**config.mk**
```make
export PLATFORM = sky130hd
export DESIGN_NAME = sha1_message_digest_core_flat
export DESIGN_NICKNAME = d
export VERILOG_FILES = /design/src/sha1_pkg.sv /design/src/sha1_if.sv /design/src/sha1_round.sv /design/src/sha1_message_digest_core.sv /design/src/flat_wrapper.sv
export SDC_FILE = /design/constraint.sdc
export NUM_CORES = 2
export LEC_CHECK = 0
export BUFFER_PORTS_ARGS = -buffer_cell sky130_fd_sc_hd__buf_2
export CAP_MARGIN = 20
export CORE_ASPECT_RATIO = 1.1
export CORE_MARGIN = 2
export CORE_UTILIZATION = 59
export CTS_CLUSTER_DIAMETER = 80
export DETAILED_ROUTE_END_ITERATION = 8
export PLACE_DENSITY_LB_ADDON = 0.08
export SYNTH_ARGS = -nofsm -noshare
export SYNTH_HDL_FRONTEND = slang
export SYNTH_SLANG_ARGS = --single-unit
```
**constraint.sdc**
```tcl
create_clock -name clk_i -period 8.8 [get_ports clk_i]
set_input_delay 0.44 -clock clk_i [delete_from_list [all_inputs] [get_ports clk_i]]
set_output_delay 0.44 -clock clk_i [all_outputs]
set_load 0.005 [all_outputs]
```
**src/sha1_pkg.sv**
```systemverilog
package sha1_pkg;

  localparam int unsigned NumRounds = 80;
  localparam int unsigned NumWords  = 16;
  localparam int unsigned NumDigest = 5;

  localparam logic [31:0] H0 = 32'h67452301;
  localparam logic [31:0] H1 = 32'hefcdab89;
  localparam logic [31:0] H2 = 32'h98badcfe;
  localparam logic [31:0] H3 = 32'h10325476;
  localparam logic [31:0] H4 = 32'hc3d2e1f0;
  localparam logic [31:0] K0 = 32'h5a827999;
  localparam logic [31:0] K1 = 32'h6ed9eba1;
  localparam logic [31:0] K2 = 32'h8f1bbcdc;
  localparam logic [31:0] K3 = 32'hca62c1d6;
  localparam logic [7:0]  PadMark = 8'h80;

  typedef struct packed {
    logic [7:0] data_byte;
    logic       byte_present;
    logic       end_of_message;
  } in_beat_t;

  typedef struct packed {
    logic [31:0] digest_word;
    logic [2:0]  word_index;
    logic        last_word;
  } out_beat_t;

  typedef enum logic [2:0] {
    StIdle,
    StPack,
    StRound,
    StAdd,
    StPad,
    StEmit
  } state_e;

  typedef struct packed {
    logic        start;
    logic [31:0] a, b, c, d, e;
  } rnd_ctrl_t;

  function automatic logic [31:0] rotl(input logic [31:0] v, input int unsigned s);
    rotl = (v << s) | (v >> (32 - s));
  endfunction

endpackage

```
**src/sha1_if.sv**
```systemverilog
interface sha1_in_if;
  import sha1_pkg::*;
  logic     valid;
  logic     ready;
  in_beat_t data;
  modport source (output valid, output data, input ready);
  modport sink (input valid, input data, output ready);
endinterface

interface sha1_out_if;
  import sha1_pkg::*;
  logic      valid;
  logic      ready;
  out_beat_t data;
  modport source (output valid, output data, input ready);
  modport sink (input valid, input data, output ready);
endinterface

```
**src/sha1_round.sv**
```systemverilog
module sha1_round (
  input  logic                clk_i,
  input  logic                rst_ni,
  input  sha1_pkg::rnd_ctrl_t ctrl_i,
  input  logic                step_i,
  input  logic [31:0]         w_i,
  output logic [31:0]         a_o,
  output logic [31:0]         b_o,
  output logic [31:0]         c_o,
  output logic [31:0]         d_o,
  output logic [31:0]         e_o,
  output logic [6:0]          round_o,
  output logic                done_o
);
  import sha1_pkg::*;

  logic [31:0] a_q, b_q, c_q, d_q, e_q;
  logic [31:0] f, k, t;
  logic [6:0]  r_q;

  always_comb begin
    if (r_q < 7'd20) begin
      f = d_q ^ (b_q & (c_q ^ d_q));
      k = K0;
    end else if (r_q < 7'd40) begin
      f = b_q ^ c_q ^ d_q;
      k = K1;
    end else if (r_q < 7'd60) begin
      f = (b_q & c_q) | (d_q & (b_q | c_q));
      k = K2;
    end else begin
      f = b_q ^ c_q ^ d_q;
      k = K3;
    end
    t = rotl(a_q, 5) + f + e_q + k + w_i;
  end

  always_ff @(posedge clk_i) begin
    if (ctrl_i.start) begin
      a_q <= ctrl_i.a;
      b_q <= ctrl_i.b;
      c_q <= ctrl_i.c;
      d_q <= ctrl_i.d;
      e_q <= ctrl_i.e;
    end else if (step_i) begin
      e_q <= d_q;
      d_q <= c_q;
      c_q <= rotl(b_q, 30);
      b_q <= a_q;
      a_q <= t;
    end
  end

  always_ff @(posedge clk_i or negedge rst_ni) begin
    if (!rst_ni) begin
      r_q <= '0;
    end else if (ctrl_i.start) begin
      r_q <= '0;
    end else if (step_i) begin
      r_q <= done_o ? 7'd0 : r_q + 7'd1;
    end
  end

  assign a_o = a_q;
  assign b_o = b_q;
  assign c_o = c_q;
  assign d_o = d_q;
  assign e_o = e_q;
  assign round_o = r_q;
  assign done_o = (r_q == 7'(NumRounds - 1)) && step_i;

  property p_start_step_apart;
    @(posedge clk_i) disable iff (!rst_ni) !(ctrl_i.start && step_i);
  endproperty
  assert property (p_start_step_apart) else $error("round start and step together");

  property p_round_range;
    @(posedge clk_i) disable iff (!rst_ni) r_q < 7'(NumRounds);
  endproperty
  assert property (p_round_range) else $error("round counter out of range");

  property p_start_clears;
    @(posedge clk_i) disable iff (!rst_ni) ctrl_i.start |=> r_q == 7'd0;
  endproperty
  assert property (p_start_clears) else $error("round counter not cleared on start");
endmodule

```
**src/sha1_message_digest_core.sv**
```systemverilog
// Channel | Dir | Beat payload
// in_if   | in  | data_byte, byte_present, end_of_message
// out_if  | out | digest_word, word_index, last_word
// A plain byte is taken in StIdle and then packed into the block in StPack.
// A byte that fills a block goes on to the 80 rounds in the single shared round unit
// (StRound) and then to the add back (StAdd).
// A closing beat pads one byte per StPad and StPack pass, compresses once or twice, then
// gives five output beats; ready stays low until the last of them is taken.
// Reset loads the initial hash values and clears the counters.
module sha1_message_digest_core (
  input logic       clk_i,
  input logic       rst_ni,
  sha1_in_if.sink   in_if,
  sha1_out_if.source out_if
);
  import sha1_pkg::*;

  state_e state_q, state_d;
  logic [31:0] h_q [NumDigest];
  logic [31:0] w_q [NumWords];
  logic [63:0] cnt_q;
  logic [5:0]  fill_q;
  logic        last_q;
  logic [7:0]  byte_q;
  logic [4:0]  pad_q;
  logic [2:0]  idx_q;

  rnd_ctrl_t   rc;
  logic        step, rdone;
  logic [31:0] ra, rb, rc_o, rd, re, w_cur, w_new;
  logic [6:0]  rnd;
  logic        accept, full;
  logic [63:0] bits;
  logic [7:0]  pad_byte;

  assign accept = in_if.valid && in_if.ready;
  assign full   = (fill_q == 6'd63);
  assign bits   = {cnt_q[60:0], 3'b000};

  always_comb begin
    case (pad_q)
      5'd0: pad_byte = PadMark;
      5'd1: pad_byte = (fill_q == 6'd56) ? bits[63:56] : 8'h00;
      5'd2: pad_byte = bits[55:48];
      5'd3: pad_byte = bits[47:40];
      5'd4: pad_byte = bits[39:32];
      5'd5: pad_byte = bits[31:24];
      5'd6: pad_byte = bits[23:16];
      5'd7: pad_byte = bits[15:8];
      5'd8: pad_byte = bits[7:0];
      default: pad_byte = 8'h00;
    endcase
  end

  assign w_new = rotl(w_q[rnd[3:0]] ^ w_q[4'(rnd[3:0] + 4'd2)] ^
                      w_q[4'(rnd[3:0] + 4'd8)] ^ w_q[4'(rnd[3:0] + 4'd13)], 1);
  assign w_cur = (rnd < 7'd16) ? w_q[rnd[3:0]] : w_new;

  assign step = (state_q == StRound);
  always_comb begin
    rc.start = (state_q == StPack) && full;
    rc.a = h_q[0];
    rc.b = h_q[1];
    rc.c = h_q[2];
    rc.d = h_q[3];
    rc.e = h_q[4];
  end

  sha1_round u_round (
    .clk_i, .rst_ni, .ctrl_i(rc), .step_i(step), .w_i(w_cur),
    .a_o(ra), .b_o(rb), .c_o(rc_o), .d_o(rd), .e_o(re),
    .round_o(rnd), .done_o(rdone)
  );

  always_comb begin
    state_d = state_q;
    unique case (state_q)
      StIdle: begin
        if (accept) begin
          if (in_if.data.byte_present) state_d = StPack;
          else if (in_if.data.end_of_message) state_d = StPad;
        end
      end
      StPack: state_d = full ? StRound : (last_q ? StPad : StIdle);
      StRound: if (rdone) state_d = StAdd;
      StAdd: begin
        if (!last_q) state_d = StIdle;
        else if (pad_q == 5'd9) state_d = StEmit;
        else state_d = StPad;
      end
      StPad: state_d = StPack;
      StEmit: if (out_if.ready && idx_q == 3'd4) state_d = StIdle;
      default: state_d = StIdle;
    endcase
  end

  always_comb begin
    in_if.ready = (state_q == StIdle);
    out_if.valid = (state_q == StEmit);
    out_if.data.digest_word = h_q[idx_q];
    out_if.data.word_index = idx_q;
    out_if.data.last_word = (idx_q == 3'd4);
  end

  always_ff @(posedge clk_i or negedge rst_ni) begin
    if (!rst_ni) begin
      state_q <= StIdle;
      h_q <= '{H0, H1, H2, H3, H4};
      cnt_q <= '0;
      fill_q <= '0;
      last_q <= 1'b0;
      pad_q <= '0;
      idx_q <= '0;
    end else begin
      state_q <= state_d;
      if (state_q == StIdle && accept) begin
        last_q <= in_if.data.end_of_message;
        pad_q <= '0;
        idx_q <= '0;
        if (in_if.data.byte_present) cnt_q <= cnt_q + 64'd1;
      end
      if (state_q == StPack) fill_q <= fill_q + 6'd1;
      if (state_q == StPad) begin
        if (pad_q != 5'd1 || fill_q == 6'd56) pad_q <= pad_q + 5'd1;
      end
      if (state_q == StAdd) begin
        h_q[0] <= h_q[0] + ra;
        h_q[1] <= h_q[1] + rb;
        h_q[2] <= h_q[2] + rc_o;
        h_q[3] <= h_q[3] + rd;
        h_q[4] <= h_q[4] + re;
      end
      if (state_q == StEmit && out_if.ready) begin
        if (idx_q == 3'd4) begin
          idx_q <= '0;
          h_q <= '{H0, H1, H2, H3, H4};
          cnt_q <= '0;
          fill_q <= '0;
          last_q <= 1'b0;
        end else begin
          idx_q <= idx_q + 3'd1;
        end
      end
    end
  end

  always_ff @(posedge clk_i) begin
    if (state_q == StIdle && accept) begin
      byte_q <= in_if.data.data_byte;
    end else if (state_q == StPad) begin
      byte_q <= pad_byte;
    end
    if (state_q == StPack) begin
      if (fill_q[1:0] == 2'd0) w_q[fill_q[5:2]] <= {byte_q, 24'h0};
      else w_q[fill_q[5:2]][8*(2'd3 - fill_q[1:0]) +: 8] <= byte_q;
    end else if (step && rnd >= 7'd16) begin
      w_q[rnd[3:0]] <= w_new;
    end
  end

  property p_ready_idle;
    @(posedge clk_i) disable iff (!rst_ni) in_if.ready |-> !out_if.valid;
  endproperty
  assert property (p_ready_idle) else $error("ready during output");

  property p_emit_words;
    @(posedge clk_i) disable iff (!rst_ni) out_if.valid |-> idx_q <= 3'd4;
  endproperty
  assert property (p_emit_words) else $error("bad word index");

  property p_round_zero;
    @(posedge clk_i) disable iff (!rst_ni) (state_q == StIdle) |-> rnd == 7'd0;
  endproperty
  assert property (p_round_zero) else $error("round counter not idle");
endmodule

```
**src/flat_wrapper.sv**
```systemverilog
// flat-port wrapper written by rule: the top's interface ports become plain ports
module sha1_message_digest_core_flat import sha1_pkg::*;
  (clk_i, rst_ni, in_if_valid, in_if_data, in_if_ready, out_if_valid, out_if_data, out_if_ready);
  sha1_in_if in_if_i ();
  sha1_out_if out_if_i ();
  input logic clk_i;
  input logic rst_ni;
  input wire logic [$bits(in_if_i.valid)-1:0] in_if_valid;
  input wire logic [$bits(in_if_i.data)-1:0] in_if_data;
  output wire logic [$bits(in_if_i.ready)-1:0] in_if_ready;
  output wire logic [$bits(out_if_i.valid)-1:0] out_if_valid;
  output wire logic [$bits(out_if_i.data)-1:0] out_if_data;
  input wire logic [$bits(out_if_i.ready)-1:0] out_if_ready;
  assign in_if_i.valid = in_if_valid;
  assign in_if_i.data = in_if_data;
  assign in_if_ready = in_if_i.ready;
  assign out_if_valid = out_if_i.valid;
  assign out_if_data = out_if_i.data;
  assign out_if_i.ready = out_if_ready;
  sha1_message_digest_core u_core (.clk_i(clk_i), .rst_ni(rst_ni), .in_if(in_if_i), .out_if(out_if_i));
endmodule
```
Yosys cells after proc, flatten, opt, wreduce, memory -nomap -nowiden
Memories as Yosys holds them, arrays and structs flattened.
Cells that the tools add are included.
{ "word_totals": {"reg_bits": 417, "mem_bits_rw": 512, "input_bits": 14, "output_inout_bits": 38, "wordCells": 233, "memories": 1} }
{ "mem_list": {"columns": ["memory", "words", "width", "read_ports", "rd_ports_with_merged_regs", "write_ports", "line", "text"], "rows": [
  ["u_core.w_q", 16, 32, 4, 0, 1, "sha1_message_digest_core.sv:20", "logic [31:0] w_q [NumWords];"]
]} }
{ "classes": {"addsub": 19, "order_cmp": 6, "n_eq_ne": 23, "n_shift": 2, "muxes": 100, "bitwise_logic": 48, "reduce_logical": 16} }
{ "op_table": {"columns": ["op", "n"], "rows": [
  ["two-way mux 32 bit", 21],
  ["two-way mux 160 bit", 3],
  ["adder 32 bit", 9],
  ["two-way mux 64 bit", 4],
  ["XOR 32 bit", 7],
  ["AND 32 bit", 3],
  ["binary-select mux 32 bit (select 3 bit)", 1],
  ["case mux 8 bit (9 select lines)", 1],
  ["adder 64 x 1 -> 64 bit, second input constant", 1],
  ["OR 32 bit", 2],
  ["two-way mux 1 bit", 44],
  ["negator 32 -> 34 bit", 1],
  ["variable shift 8 x 34 -> 32 bit, first input constant", 1],
  ["variable part select 8 x 34 -> 32 bit", 1],
  ["two-way mux 3 bit", 11],
  ["OR 1 bit", 32],
  ["OR 32 x 1 -> 32 bit", 1],
  ["OR 32 x 30 -> 32 bit", 1],
  ["OR 32 x 5 -> 32 bit", 1],
  ["OR reduction 32 bit", 1],
  ["two-way mux 31 bit", 1],
  ["two-way mux 8 bit", 3],
  ["two-way mux 7 bit", 3],
  ["equality test 5 x 3 -> 1 bit, second input constant", 4],
  ["other kinds (35)", 57]
]} }

Longest topological paths before layout
{ "logic_depth": {"depth_word": 12, "depth_mapped": 36, "ltp_nobuf": 29} }

Cells and area by module
Synthesis repeated with hierarchy kept, for this count alone.
{ "unflattened": {"cells_unflattened": 4988, "area_unflattened_um2": 61431.4} }
{ "modules_own_cells": {"columns": ["module", "n_inst", "cells_per_inst", "area_each_um2", "seq_area_each_um2"], "rows": [
  ["sha1_message_digest_core", 1, 3890, 48881.9, 21695.8],
  ["sha1_round", 1, 1098, 12549.5, 4979.8]
]} }

Least setup slack after synthesis
No wires, ideal clock.
{ "synth_timing": {"kind": "register to register", "from": "register u_core.u_round.r_q[1] (netlist: u_core.u_round.round_o[1])", "to": "register u_core.u_round.a_q[29] (netlist: u_core.u_round.a_o[29]) (data pin)", "setup_ns": 0.270, "t_arrival_ns": 8.044, "t_required_ns": 8.530, "setup_slack_ns": 0.486, "path_stages_with_launch": 29, "path_buffers": 6, "synth_period_minus_slack_ns": 8.314, "path_cell_list": "dfrtp_1 -> clkbuf_1 -> clkbuf_1 -> clkinv_1 -> buf_2 -> buf_1 -> ha_1 -> buf_2 -> buf_1 -> mux4_2 -> mux4_2 -> xnor2_1 -> xnor2_1 -> o21ai_1 -> fa_1 -> fa_1 -> inv_1 -> fa_1 -> inv_1 -> ha_1 -> a21o_1 -> a211oi_1 -> a311oi_1 -> o21ai_1 -> a21oi_1 -> a2111oi_0 -> a21oi_1 -> xnor2_1 -> a21oi_1"} }
{ "synth_via": {"elab_chain_cells": 10} }
{ "synth_lines": {"columns": ["element", "line", "text"], "rows": [
  ["start: declaration", "sha1_round.sv:19", "logic [6:0] r_q;"],
  ["start signal: assignment", "sha1_round.sv:60", "r_q <= done_o ? 7'd0 : r_q + 7'd1;"],
  ["less-than comparator 7 x 6 -> 1 bit or adder 4 x 2 -> 4 bit (tied branches)", "sha1_round.sv:28, sha1_message_digest_core.sv:55", null],
  ["two-way mux 32 bit or memory (16 x 32 bit) (tied branches)", null, null],
  ["two-way mux 32 bit or XOR 32 bit (tied branches)", "sha1_round.sv:25, sha1_message_digest_core.sv:55", null],
  ["two-way mux 32 bit or XOR 32 bit (tied branches)", "sha1_round.sv:22, sha1_message_digest_core.sv:55", null],
  ["adder 32 bit or XOR 32 bit (tied branches)", "sha1_round.sv:35, sha1_message_digest_core.sv:56", null],
  ["adder 32 bit or OR 32 x 1 -> 32 bit (tied branches)", "sha1_round.sv:35, sha1_pkg.sv:45", null],
  ["adder 32 bit or two-way mux 32 bit (tied branches)", "sha1_round.sv:35, sha1_message_digest_core.sv:57", null],
  ["adder 32 bit *", "sha1_round.sv:35", "t = rotl(a_q, 5) + f + e_q + k + w_i;"],
  ["two-way mux 32 bit *", "sha1_round.sv:45", "end else if (step_i) begin"],
  ["two-way mux 32 bit *", "sha1_round.sv:39", "if (ctrl_i.start) begin"],
  ["end signal: assignment", "sha1_round.sv:40", "a_q <= ctrl_i.a;"],
  ["end signal: assignment", "sha1_round.sv:50", "a_q <= t;"],
  ["end: declaration", "sha1_round.sv:17", "logic [31:0] a_q, b_q, c_q, d_q, e_q;"]
]} }
Every way passes the cells marked *; elsewhere a longest branch is shown, timed or not. The select of a mux whose other input is x is not followed.
A chain may end at the register's enable or synchronous reset.

Final worst setup path
{ "layout_timing": {"from": "register u_core.u_round.r_q[0] (netlist: u_core.u_round.round_o[0])", "to": "register u_core.u_round.a_q[29] (netlist: u_core.u_round.a_o[29]) (data pin)"} }
The elaborated chain is that of the path after synthesis.

==> run metrics <==
status=completed; minimum clock period=8.19 ns; ys async rst share=0.266; P&R area growth vs syn=9.26%; Clock transition at path regs=0.06 ns; FF/Latch Area=0.0267 mm2; Logic pwr share=0.518; Max-slew headroom=0.198; Tot GR Track Use=0.343; Worst Tran Pin Value=1.20 ns; initial antenna violation count=2; crit path buf inv count=2; critical-path cell list=buf_4, buf_4, mux4_2, mux4_2, xnor2_1, xnor2_1, o21ai_1, fa_1, fa_1, fa_1, ha_1, o21a_1, o21a_1, nand3_1, a21o_1, a311oi_1, o21ai_1, a21oi_1, a2111oi_0, a21oi_1, xnor2_1, a21oi_1; wire length per cell=27.4 um; Leak Pwr=24.8 nW; initial detailed-routing violation count=5004; post-DR vias/cell=6.71; clock latency on the worst-skew pair=0.73 ns; Startpoint Class=flip-flop; P_int=13.6 mW; Mapped Cells=5054; RSZ-0062 raised after global routing=no; synthesized area per cell=12.0 um2; GP Congestion=0.968; H-Tree Depth=3; first-pass GRT wire length=270000 um; Final Cell Area=0.0664 mm2; drt first pass iters=6; total routed wirelength=179000 um; Pins Over Slew Limit=0; share of cells above drive strength 1=0.190; Worst EP arrival=8.63 ns; CTS buffer count=100; Worst Path Required=9.24 ns; Bufs on Longest Clock Path=3; core area=0.102 mm2; EDFF count, synth=680; HP Class=input port to flip-flop; Hold-fix buffers, CTS=4; Via Count=43819; DRC viols=0; Max Cap Viol=0; Final Skew=0.0405 ns; Top FF cell, synth=edfxtp_1; HPWL after DPL=124000 um; clock power share=0.201; footprint of the multi-input gates=0.0321 mm2; Seq cells post-synth=926; Cell variety after synth=96; final net count=5416; CTS tree=done; Hold Fails Final Rpt=0; Top Ports=52; CP max-delay cell=buf_4; IO buf count=51; sequential power share=0.282; kind of critical path=flip-flop to flip-flop; CTS resizes=0; P per Cell Area=339 mW/mm2; Net Sw Power=8.94 mW; warnings from Yosys=0; Switching Fraction=0.397; Post-Syn Area=0.0608 mm2; maximum vdd drop=0.000265 V; register area share after synthesis=0.439; hold_ws=0.0567 ns; largest net degree at the start of global routing=200; Final Setup Violations=0; crit-path max FO=45; Layout fillers=7819; endpoint class of the critical path=flip-flop; CTS root buf=clkbuf_16; Mapped Nets=5400; initial cell density of the core=0.595; final period utilization=0.931; clk sinks=926; setup TNS=0 ns; Inst Count DP=6321; total gr overflow=0; Fmax=0.122 GHz; max incr delay on CP=0.65 ns; Finished Layout Cells=6531; Die Width=310 um; die area=0.106 mm2; FP Rows=123; post-CTS setup buffers=0; Routed Antenna Nets=0; Die H=341 um; vias in the first global route=42851; DP Area=0.0627 mm2; delay-heaviest family, CP=compound AO/OA/AOI/OAI gates
-- cell families (layout without fill, tap and decap cells) --
| group | after synthesis | in the layout | share of synthesized area |
|---|---|---|---|
| compound gates | 965 | 965 | 0.100 |
| xor+xnor | 316 | 316 | 0.0455 |
| fa+ha+maj | 332 | 332 | 0.0838 |
| buf+inv | 537 | 638 | 0.0344 |
| flops | 926 | 926 | 0.439 |
| mux | 580 | 580 | 0.194 |
| other cells | 0 | 1 | 0 |
| simple gates | 1398 | 1398 | 0.102 |
-- state kept, by name, summed over array words and instances (netlist names) --
register / flops
u_core.u_round.c_o: 32
u_core.cnt_q: 61
u_core.u_round.b_o: 32
u_core.u_round.d_o: 32
u_core.u_round.round_o: 7
u_core.u_round.a_o: 32
u_core.fill_q: 6
u_core.u_round.e_o: 32
u_core.last_q: 1
u_core.pad_q: 5
u_core.state_q: 3
u_core.idx_q: 3
u_core.byte_q: 8
u_core.h_q: 160
u_core.w_q: 512
-- synth_stat cells (28+ instances only) --
master | count | area, um2
a21o_1 | 85 | 638
a21oi_1 | 265 | 1330
a31oi_1 | 33 | 206
and3_1 | 39 | 244
buf_1 | 40 | 150
buf_2 | 38 | 190
clkbuf_1 | 191 | 717
dfrtp_1 | 166 | 4150
dfstp_2 | 80 | 2100
edfxtp_1 | 680 | 20400
fa_1 | 125 | 2500
ha_1 | 207 | 2590
inv_1 | 258 | 968
mux2i_1 | 99 | 991
mux4_2 | 480 | 10800
nand2_1 | 702 | 2640
nand2b_1 | 61 | 382
nand3_1 | 106 | 531
nor2_1 | 279 | 1050
nor3_1 | 48 | 240
o211ai_1 | 55 | 413
o21a_1 | 29 | 218
o21ai_0 | 216 | 1080
o21ai_1 | 80 | 400
o21bai_1 | 28 | 210
or3_1 | 29 | 181
xnor2_1 | 211 | 1850
xor2_1 | 105 | 920
-- stage by stage --
stage	setup WS, ns	utilization	total power, mW
floorplan	0.486	-	15.1
global placement	0.802	0.613	17.7
detailed placement	0.700	0.614	17.9
CTS	0.670	0.648	22.5
global route	0.210	0.650	23.9
finish	0.606	0.650	22.5
-- per-layer routing --
| metal | vias to the layer above | wire (um) | GRT usage |
|---|---|---|---|
| li1 | 18984 | - | - |
| met1 | 22201 | 70300 | 0.474 |
| met2 | 2244 | 86200 | 0.552 |
| met3 | 390 | 14600 | 0.0478 |
| met4 | 0 | 7830 | 0.144 |
| met5 | - | 0 | 0 |
-- layout make-up --
class	count	area share
Timing Repair Buffer	189	0.0213
Sequential cell	926	0.402
Multi-Input combinational cell	3591	0.483
Clock buffer	117	0.0392
Antenna cell	1	0.0000377
Inverter	262	0.0148
Tap cell	1375	0.0259
Clock inverter	70	0.0134
-- cells in the final DEF, fill, tap and decap left out, drive strengths merged, types with 29 or more instances in the layout --
| cell | netlist | final |
|---|---|---|
| nor2 | 281 | 281 |
| o21a | 29 | 29 |
| o211ai | 56 | 56 |
| mux2i | 99 | 99 |
| or3 | 29 | 29 |
| dfstp | 80 | 80 |
| fa | 125 | 125 |
| a21oi | 266 | 266 |
| a21o | 85 | 85 |
| mux4 | 480 | 480 |
| clkinv | 4 | 44 |
| inv | 258 | 264 |
| nand2 | 703 | 703 |
| dfrtp | 166 | 166 |
| nand3 | 110 | 110 |
| and3 | 40 | 40 |
| nor3 | 54 | 54 |
| ha | 207 | 207 |
| a31oi | 34 | 34 |
| nand2b | 62 | 62 |
| edfxtp | 680 | 680 |
| clkbuf | 191 | 119 |
| buf | 84 | 183 |
| o21ai | 296 | 296 |
| xor2 | 105 | 105 |
| xnor2 | 211 | 211 |
-- power by group through the flow --
stage	clock [mW]	combinational [mW]	sequential [mW]
detailed placement	0	11.5	6.38
finish	4.52	11.7	6.35
floorplan	0	9.04	6.03
global placement	0	11.3	6.38
CTS	4.57	11.6	6.31
global route	4.75	12.8	6.40
-- worst register-to-register path, cell delays in order (launching register included) --
cell       delay (ns)
dfrtp_4          0.62
buf_4            0.43
buf_4            0.66
mux4_2           0.61
mux4_2           0.49
xnor2_1          0.19
xnor2_1          0.13
o21ai_1          0.46
fa_1             0.55
fa_1             0.55
fa_1             0.44
ha_1             0.36
o21a_1           0.22
o21a_1           0.22
nand3_1          0.11
a21o_1           0.17
a311oi_1         0.19
o21ai_1          0.35
a21oi_1          0.11
a2111oi_0        0.62
a21oi_1          0.18
xnor2_1          0.19
a21oi_1          0.08
-- path summary, 6_finish.rpt --
| check | start | end | slack (ns) | depth (start not counted) |
|---|---|---|---|---|
| setup / recovery | u_core.u_round.round_o[0] | u_core.u_round.a_o[29] | 0.61 | 22 |
| hold / removal | in_if_data[1] | u_core.cnt_q[1] | 0.06 | 3 |
| setup reg to reg | u_core.u_round.round_o[0] | u_core.u_round.a_o[29] | 0.61 | 22 |
| hold reg to reg | u_core.h_q[112] | u_core.h_q[112] | 0.52 | 2 |
| max in group asynchronous | rst_ni | u_core.h_q[151] | 6.25 | 4 |
| min in group asynchronous | rst_ni | u_core.h_q[35] | 0.34 | 2 |
(Power assumes the default switching activity.)
